File: src/sv/ts_pcr_packet_rate_estimator_macros.svh
// Assertion macros for the TS PCR packet rate estimator.
// Included by files that carry concurrent assertions; needs clk and rst_n in scope.
`ifndef TS_PCR_PACKET_RATE_ESTIMATOR_MACROS_SVH
`define TS_PCR_PACKET_RATE_ESTIMATOR_MACROS_SVH
`ifndef SYNTH
`define TSPRE_ASSERT_IMPL(lbl, ante, cons) \
  lbl: assert property (@(posedge clk) disable iff (!rst_n) (ante) |-> (cons)) \
    else $error("assertion failed");
`define TSPRE_ASSERT_NEXT(lbl, ante, cons) \
  lbl: assert property (@(posedge clk) disable iff (!rst_n) (ante) |=> (cons)) \
    else $error("assertion failed");
`else
`define TSPRE_ASSERT_IMPL(lbl, ante, cons)
`define TSPRE_ASSERT_NEXT(lbl, ante, cons)
`endif
`endif

File: src/sv/tspre_pkg.sv
// Shared types and constants of the TS PCR packet rate estimator.
// No dependencies.
package tspre_pkg;

  localparam int CLK_W  = 42;
  localparam int TIME_W = 48;
  localparam int EST_W  = 48;
  localparam int STEP_W = 43;
  localparam int GAPP_W = 47;
  localparam int CFG_IDX_W = 2;

  localparam int unsigned PCR_BASE_MULT = 300;
  localparam int unsigned MS_TICKS      = 27000;

  localparam logic [7:0]  TS_SYNC_BYTE = 8'h47;
  localparam logic [12:0] NULL_PID     = 13'h1FFF;
  localparam logic [7:0]  AF_MIN_LEN   = 8'd7;
  localparam logic [7:0]  CC_CLEAR     = 8'hF0;

  localparam logic [CFG_IDX_W-1:0] CFG_NULL_MARKER = 2'd0;
  localparam logic [CFG_IDX_W-1:0] CFG_JUMP_LIMIT  = 2'd1;
  localparam logic [CFG_IDX_W-1:0] CFG_NULL_LIMIT  = 2'd2;
  localparam logic [CFG_IDX_W-1:0] CFG_PLAYOUT     = 2'd3;

  localparam logic [EST_W-1:0] EST_MAX = 48'h7FFF_FFFF_FFFF;
  localparam logic [EST_W-1:0] EST_MIN = 48'h8000_0000_0000;

  typedef enum logic [3:0] {
    ST_PLAIN    = 4'd0,
    ST_NULL     = 4'd1,
    ST_STAMP    = 4'd2,
    ST_NOSYNC   = 4'd3,
    ST_FIRST    = 4'd4,
    ST_UPDATED  = 4'd5,
    ST_SKIPPED  = 4'd6,
    ST_DISCON   = 4'd7,
    ST_FULL     = 4'd8,
    ST_STOPPED  = 4'd9
  } status_t;

  typedef enum logic [2:0] {
    K_STOP   = 3'd0,
    K_NOSYNC = 3'd1,
    K_NULL   = 3'd2,
    K_STAMP  = 3'd3,
    K_PLAIN  = 3'd4,
    K_PCR    = 3'd5
  } kind_t;

  typedef struct packed {
    logic [12:0]       pid;
    logic [CLK_W-1:0]  first_clock;
    logic [CLK_W-1:0]  last_clock;
    logic [TIME_W-1:0] first_time;
    logic [31:0]       last_index;
  } entry_t;

  typedef struct packed {
    logic    load;
    logic    decode;
    logic    scan_rd;
    logic    scan_cmp;
    logic    new_ent;
    logic    prep;
    logic    skipchk;
    logic    div_dur;
    logic    upd;
    logic    adj;
    logic    div_five;
    logic    fin5;
    logic    wr_ent;
    logic    finish;
    status_t code;
  } cmd_t;

  typedef struct packed {
    kind_t kind;
    logic  match;
    logic  free_any;
    logic  scan_last;
    logic  skip;
    logic  div_done;
    logic  take_avg;
    logic  shrink;
    logic  discon;
    logic  out_free;
  } sts_t;

endpackage

File: src/sv/tspre_ctrl.sv
// Controller state machine of the TS PCR packet rate estimator.
// Depends on tspre_pkg; drives the datapath through cmd_t and reads sts_t.
module tspre_ctrl
  import tspre_pkg::*;
(
  input  logic clk,
  input  logic rst_n,
  input  logic in_valid,
  output logic in_stall,
  input  sts_t sts,
  output cmd_t cmd
);

  typedef enum logic [14:0] {
    S_IDLE     = 15'h0001,
    S_DECODE   = 15'h0002,
    S_SCAN_RD  = 15'h0004,
    S_SCAN_CMP = 15'h0008,
    S_NEW      = 15'h0010,
    S_PREP     = 15'h0020,
    S_SKIPCHK  = 15'h0040,
    S_CHECK    = 15'h0080,
    S_DIV      = 15'h0100,
    S_UPD      = 15'h0200,
    S_ADJ      = 15'h0400,
    S_DIV5     = 15'h0800,
    S_FIN5     = 15'h1000,
    S_WRITE    = 15'h2000,
    S_DONE     = 15'h4000
  } state_t;

  state_t  state_r, state_nxt;
  status_t code_r, code_nxt;

  always_comb begin
    state_nxt = state_r;
    code_nxt  = code_r;
    cmd       = '0;
    case (state_r)
      S_IDLE: begin
        if (in_valid) begin
          cmd.load  = 1'b1;
          state_nxt = S_DECODE;
        end
      end
      S_DECODE: begin
        cmd.decode = 1'b1;
        state_nxt  = S_DONE;
        case (sts.kind)
          K_STOP:   code_nxt = ST_STOPPED;
          K_NOSYNC: code_nxt = ST_NOSYNC;
          K_NULL:   code_nxt = ST_NULL;
          K_STAMP:  code_nxt = ST_STAMP;
          K_PCR:    state_nxt = S_SCAN_RD;
          default:  code_nxt = ST_PLAIN;
        endcase
      end
      S_SCAN_RD: begin
        cmd.scan_rd = 1'b1;
        state_nxt   = S_SCAN_CMP;
      end
      S_SCAN_CMP: begin
        cmd.scan_cmp = 1'b1;
        if (sts.match) begin
          state_nxt = S_PREP;
        end else if (sts.scan_last) begin
          if (sts.free_any) begin
            state_nxt = S_NEW;
          end else begin
            code_nxt  = ST_FULL;
            state_nxt = S_DONE;
          end
        end else begin
          state_nxt = S_SCAN_RD;
        end
      end
      S_NEW: begin
        cmd.new_ent = 1'b1;
        code_nxt    = ST_FIRST;
        state_nxt   = S_DONE;
      end
      S_PREP: begin
        cmd.prep  = 1'b1;
        state_nxt = S_SKIPCHK;
      end
      S_SKIPCHK: begin
        cmd.skipchk = 1'b1;
        state_nxt   = S_CHECK;
      end
      S_CHECK: begin
        if (sts.skip) begin
          code_nxt  = ST_SKIPPED;
          state_nxt = S_WRITE;
        end else begin
          cmd.div_dur = 1'b1;
          state_nxt   = S_DIV;
        end
      end
      S_DIV: begin
        if (sts.div_done) begin
          state_nxt = S_UPD;
        end
      end
      S_UPD: begin
        cmd.upd   = 1'b1;
        code_nxt  = sts.discon ? ST_DISCON : ST_UPDATED;
        state_nxt = sts.take_avg ? S_ADJ : S_WRITE;
      end
      S_ADJ: begin
        cmd.adj = 1'b1;
        if (sts.shrink) begin
          cmd.div_five = 1'b1;
          state_nxt    = S_DIV5;
        end else begin
          state_nxt = S_WRITE;
        end
      end
      S_DIV5: begin
        if (sts.div_done) begin
          state_nxt = S_FIN5;
        end
      end
      S_FIN5: begin
        cmd.fin5  = 1'b1;
        state_nxt = S_WRITE;
      end
      S_WRITE: begin
        cmd.wr_ent = 1'b1;
        state_nxt  = S_DONE;
      end
      S_DONE: begin
        if (sts.out_free) begin
          cmd.finish = 1'b1;
          state_nxt  = S_IDLE;
        end
      end
      default: begin
        state_nxt = S_IDLE;
      end
    endcase
    cmd.code = code_r;
  end

  always_ff @(posedge clk) begin
    if (!rst_n) begin
      state_r <= S_IDLE;
      code_r  <= ST_PLAIN;
    end else begin
      state_r <= state_nxt;
      code_r  <= code_nxt;
    end
  end

  assign in_stall = (state_r != S_IDLE);

endmodule

File: config.mk
export PLATFORM = sky130hd
export DESIGN_NAME = tspre_ctrl
export DESIGN_NICKNAME = d
export VERILOG_FILES = /design/src/sv/ts_pcr_packet_rate_estimator_macros.svh /design/src/sv/tspre_pkg.sv /design/src/sv/tspre_ctrl.sv
export SDC_FILE = /design/constraint.sdc
export NUM_CORES = 1
export LEC_CHECK = 0
export CAP_MARGIN = 10
export CORE_AREA = 4 4 50 74
export CTS_CLUSTER_DIAMETER = 40
export DETAILED_ROUTE_END_ITERATION = 16
export DIE_AREA = 0 0 54 78
export DONT_BUFFER_PORTS = 1
export PLACE_DENSITY = 0.58
export SYNTH_ARGS = -nofsm -noshare
export SYNTH_HDL_FRONTEND = slang
export SYNTH_SLANG_ARGS = --single-unit
File: constraint.sdc
create_clock -name clk -period 5.9 [get_ports clk]
set_clock_uncertainty 0.05 [all_clocks]
set_input_delay 1.18 -clock clk [delete_from_list [all_inputs] [get_ports clk]]
set_output_delay 1.18 -clock clk [all_outputs]
set_load 0.03 [all_outputs]
* After elaboration in Yosys (flattened, before gate mapping)
Index checks and enable logic that the tools add are counted.
** Storage, ports and cells
- Register bits after elaboration :: 19
- Latch bits :: 0
- Memory bits (writable) :: 0
- Memory bits (read-only) :: 0
- Input port bits :: 15
- Output and inout port bits :: 19
- Memories kept :: 0
** Operators by class
- Add/sub/neg operators :: 0
- Multiply operators :: 0
- Div/mod/pow operators :: 0
- Magnitude comparators :: 0
- Eq/ne operators :: 29
- Shifts and indexed selects :: 0
- Multiplexer cells :: 36
- Bitwise operators :: 0
- Reductions and logical operators :: 5
** Operators by type and width (number)
- 15-bit one-hot mux with 14 select lines :: 1
- 15-bit 2-to-1 mux :: 8
- 14-bit 2-to-1 mux :: 3
- 4-bit one-hot mux with 5 select lines :: 2
- 2-bit inequality test, second input constant :: 9
- 1-bit 2-to-1 mux :: 16
- 4-bit 2-to-1 mux :: 4
- 15-bit by 1-bit equality test with 1-bit output, second input constant :: 1
- 15-bit by 10-bit equality test with 1-bit output, second input constant :: 1
- 15-bit by 11-bit equality test with 1-bit output, second input constant :: 1
- 15-bit by 12-bit equality test with 1-bit output, second input constant :: 1
- 15-bit by 13-bit equality test with 1-bit output, second input constant :: 1
- 15-bit by 14-bit equality test with 1-bit output, second input constant :: 1
- 15-bit equality test, second input constant :: 1
- 15-bit by 2-bit equality test with 1-bit output, second input constant :: 1
- 15-bit by 3-bit equality test with 1-bit output, second input constant :: 1
- 15-bit by 4-bit equality test with 1-bit output, second input constant :: 1
- 15-bit by 5-bit equality test with 1-bit output, second input constant :: 1
- 15-bit by 6-bit equality test with 1-bit output, second input constant :: 1
- 15-bit by 7-bit equality test with 1-bit output, second input constant :: 1
- 15-bit by 8-bit equality test with 1-bit output, second input constant :: 1
- 15-bit by 9-bit equality test with 1-bit output, second input constant :: 1
- 15-bit by 1-bit inequality test with 1-bit output, second input constant :: 1
- 3-bit by 2-bit equality test with 1-bit output, second input constant :: 2
- 8 further kinds :: 9

* Logic depth before layout (Yosys ltp)
- Depth in word-level cells :: 4
- Gate-level depth with buffers :: 9
- Depth with buffers taken out :: 7

* Worst setup path before layout
OpenSTA, ideal clock, no wires.
- Path type :: reg-to-output
- From :: reg state_r[7]
- To :: out cmd[7] (netlist name)
- Arrival time :: 2.520 ns
- Data required time :: 4.670 ns
- Setup slack :: 2.150 ns
- Cell stages (with the launch flop) :: 7
- Buffers on the path :: 1
- Cells stage by stage :: dfxtp_1 buf_2 nor3_2 nand4_1 nor4b_1 nand2_1 inv_1
** RTL lines
- from (decl) :: RTL line tspre_ctrl.sv:32 : state_t state_r, state_nxt;
- from (signal assigned) :: RTL line tspre_ctrl.sv:149 : state_r <= state_nxt;
- to (decl) :: RTL line tspre_ctrl.sv:11 : output cmd_t cmd

==> results by group <==
Finish
  • Layout Utilization: 41.5%
  • Commonest non-fill, non-tap cell in the layout: dfxtp_1
  • Fraction of layout cells with a size suffix above 1: 14.8%
  • Most frequent cells in the layout: 19 x dfxtp_1, 11 x nor2_1, 9 x nor3_1
  • Finished Cell Area: 0.00128 mm^2
  • Area grow syn2layout: 7.54%
  • Nets: 158
  • N_diodes: 0

Clock network
  • Postcts setup bufs: 0
  • Clock latency on the worst-skew pair: 0.26 ns
  • Root buf cell: clkbuf_8
  • Cts-stage hold buffer count: 0
  • Sink Count: 19
  • Max clock buf depth: 2
  • Post-CTS Resized: 0
  • Worst-path clk slew: 0.07 ns
  • CTS tree: yes
  • Number of H-tree levels: 1
  • Number of buffers created by CTS: 3

Floorplanning
  • Die Area: 0.00421 mm^2
  • Cell Rows: 25
  • Core area: 0.00310 mm^2
  • Initial Util: 38.6%
  • I/O Pins: 34
  • Die W: 54 um
  • Die Span Y: 78 um

Detailed routing
  • Number of DRC markers in iteration 0: 24
  • Final wirelength: 3040 um
  • Via density: 5.98
  • Pre-antenna DRT Iters: 4
  • Routed Antenna Nets: 0
  • Via Count: 1089
  • Average wire per standard cell: 16.7 um
  • DR DRC count: 0

Timing
  • Fmax: 266 MHz
  • Worst hold slack: 0.552 ns
  • RSZ-0062 raised after global routing: false
  • Final min period: 3.76 ns
  • Slew Limit Fails: 0
  • Rel. slew slack: 36.7%
  • Final Hold Viols: 0
  • Period utilisation layout: 63.8%
  • Setup violators final: 0
  • Fin Setup TNS: 0 ns
  • Actual slew at the worst max-slew pin: 0.947 ns

Logic synthesis
  • Top cells by area, synth: dfxtp_1 32%, nor3_1 3.8%, nor4_1 3.7%
  • Syn Nets: 158
  • Synth Flop Type: dfxtp_1
  • Number of enable flip-flop cells after synthesis: 0
  • Sequential share of the synthesized area: 31.8%
  • Post-Syn Area per Cell: 8.36 um^2
  • Biggest area consumer among synthesized cells: dfxtp_1
  • Share of the synthesized area in the top cell type: 31.8%
  • Cell Area, Synth: 0.00119 mm^2
  • #FFs+latches synth: 19
  • Yosys cell types: 48
  • Post-synth ARST share: 0%
  • Mapped Cells: 143
  • Synthesis Warnings: 0

Setup path
  • Slowest-stage cell, CP: nor4b_2
  • Critical path endpoint category: output pin
  • Arrival time of the worst setup path: 2.53 ns
  • CP cell instances: nor3_1 -> nand4_1 -> nor4b_2 -> nand2_1 -> inv_1
  • Startpoint Class: flip-flop
  • Critical Path RT: 4.67 ns
  • Bufs and invs on worst path: 1
  • Largest stage delay, worst path: 0.81 ns
  • Setup CP Type: flip-flop to output pin
  • Delay-heaviest family, CP: simple AND/OR/NAND/NOR gates
  • Crit-path max FO: 6

Run status
  • Outcome: complete, no violations

Place
  • Port buffer count: 0
  • Post-DP Area: 0.00124 mm^2
  • GPL Wtd Cong: 0.867
  • Dpl hpwl: 2420 um

Min path
  • Hold WC Path Type: flip-flop to flip-flop

Run
  • Max-cap violation count: 0

Global route
  • Overflow after GRT: 0
  • Vias in the first global route: 1009
  • Antenna violations before repair: 0
  • Largest net degree at the start of global routing: 11
  • Gr usage total: 15.3%
  • First-pass GRT wire length: 4780 um

Power
  • VDD IR max: 0.136 mV
  • Leakage power: 0.516 nW
  • Pwr/cell area: 315 mW/mm^2
cell usage after synthesis, types with 3 or more instances:
cell / count
nor3_1: 9
nor2_1: 11
o21ai_0: 7
nor4_1: 7
nor4b_1: 4
and3_1: 4
o21a_1: 3
inv_1: 8
nand2_1: 6
dfxtp_1: 19
buf_2: 3
and4b_1: 3
and2_1: 3
nand2b_1: 3
or3_1: 3
nor3_2: 3
xor2_1: 3
a21oi_1: 5
state kept, by name, summed over array words and instances (netlist names):
name and flops:
code_r 4, state_r 15
routing by layer:
layer	track usage [%]	up-vias	wire (um)
li1	-	534	-
met1	17.1	513	1190
met2	25.8	35	1570
met3	4.22	7	225
met4	6.73	0	62
met5	0	-	0
final timing paths:
| check | start | endpoint | depth (start not counted) | slack (ns) |
|---|---|---|---|---|
| worst max-delay path | state_r[5]$_SDFFE_PN0P_ | cmd[7] | 5 | 2.14 |
| worst min-delay path | code_r[3]$_SDFFE_PN0P_ | code_r[3]$_SDFFE_PN0P_ | 2 | 0.55 |
| worst min register to register | code_r[3]$_SDFFE_PN0P_ | code_r[3]$_SDFFE_PN0P_ | 2 | 0.55 |
| worst max register to register | state_r[8]$_SDFFE_PN0P_ | code_r[2]$_SDFFE_PN0P_ | 6 | 3.26 |
per-stage QoR:
stage | power [W] | cells | worst slack [ns]
floorplan | 0.000285 | 143 | 2.15
global placement | 0.000316 | 178 | 2.48
detailed placement | 0.000318 | 178 | 2.40
CTS | 0.000409 | 182 | 2.12
global route | 0.000430 | 182 | 1.95
finish | 0.000404 | 182 | 2.14
cells by family after synthesis:
| kind of cell | synth area share (%) |
|---|---|
| AO/OA/AOI/OAI | 16.2 |
| XOR/XNOR | 3.67 |
| buffers and inverters | 6.28 |
| flip-flops | 31.8 |
| AND/OR/NAND/NOR | 42.0 |
final cells by class:
type | instances | area, um^2
inverters | 8 | 30.0
flip-flops and latches | 19 | 380
multi-input cells | 109 | 764
repair buffers | 2 | 15.0
clock buffers | 4 | 45.0
fillers | 320 | 1810
well taps | 40 | 50.0
report_power, final:
part           switching [W]  internal [W]  leakage (nW)
Combinational      0.0000975     0.0000491         0.340
Sequential         0.0000255      0.000141         0.154
Clock              0.0000430     0.0000481        0.0228
Total               0.000166      0.000238         0.516
worst min-delay path: stages (launching register included):
cell	delay, ns
dfxtp_1	0.41
inv_1	0.09
a21oi_1	0.06
Power figures use the tool's default switching activity.
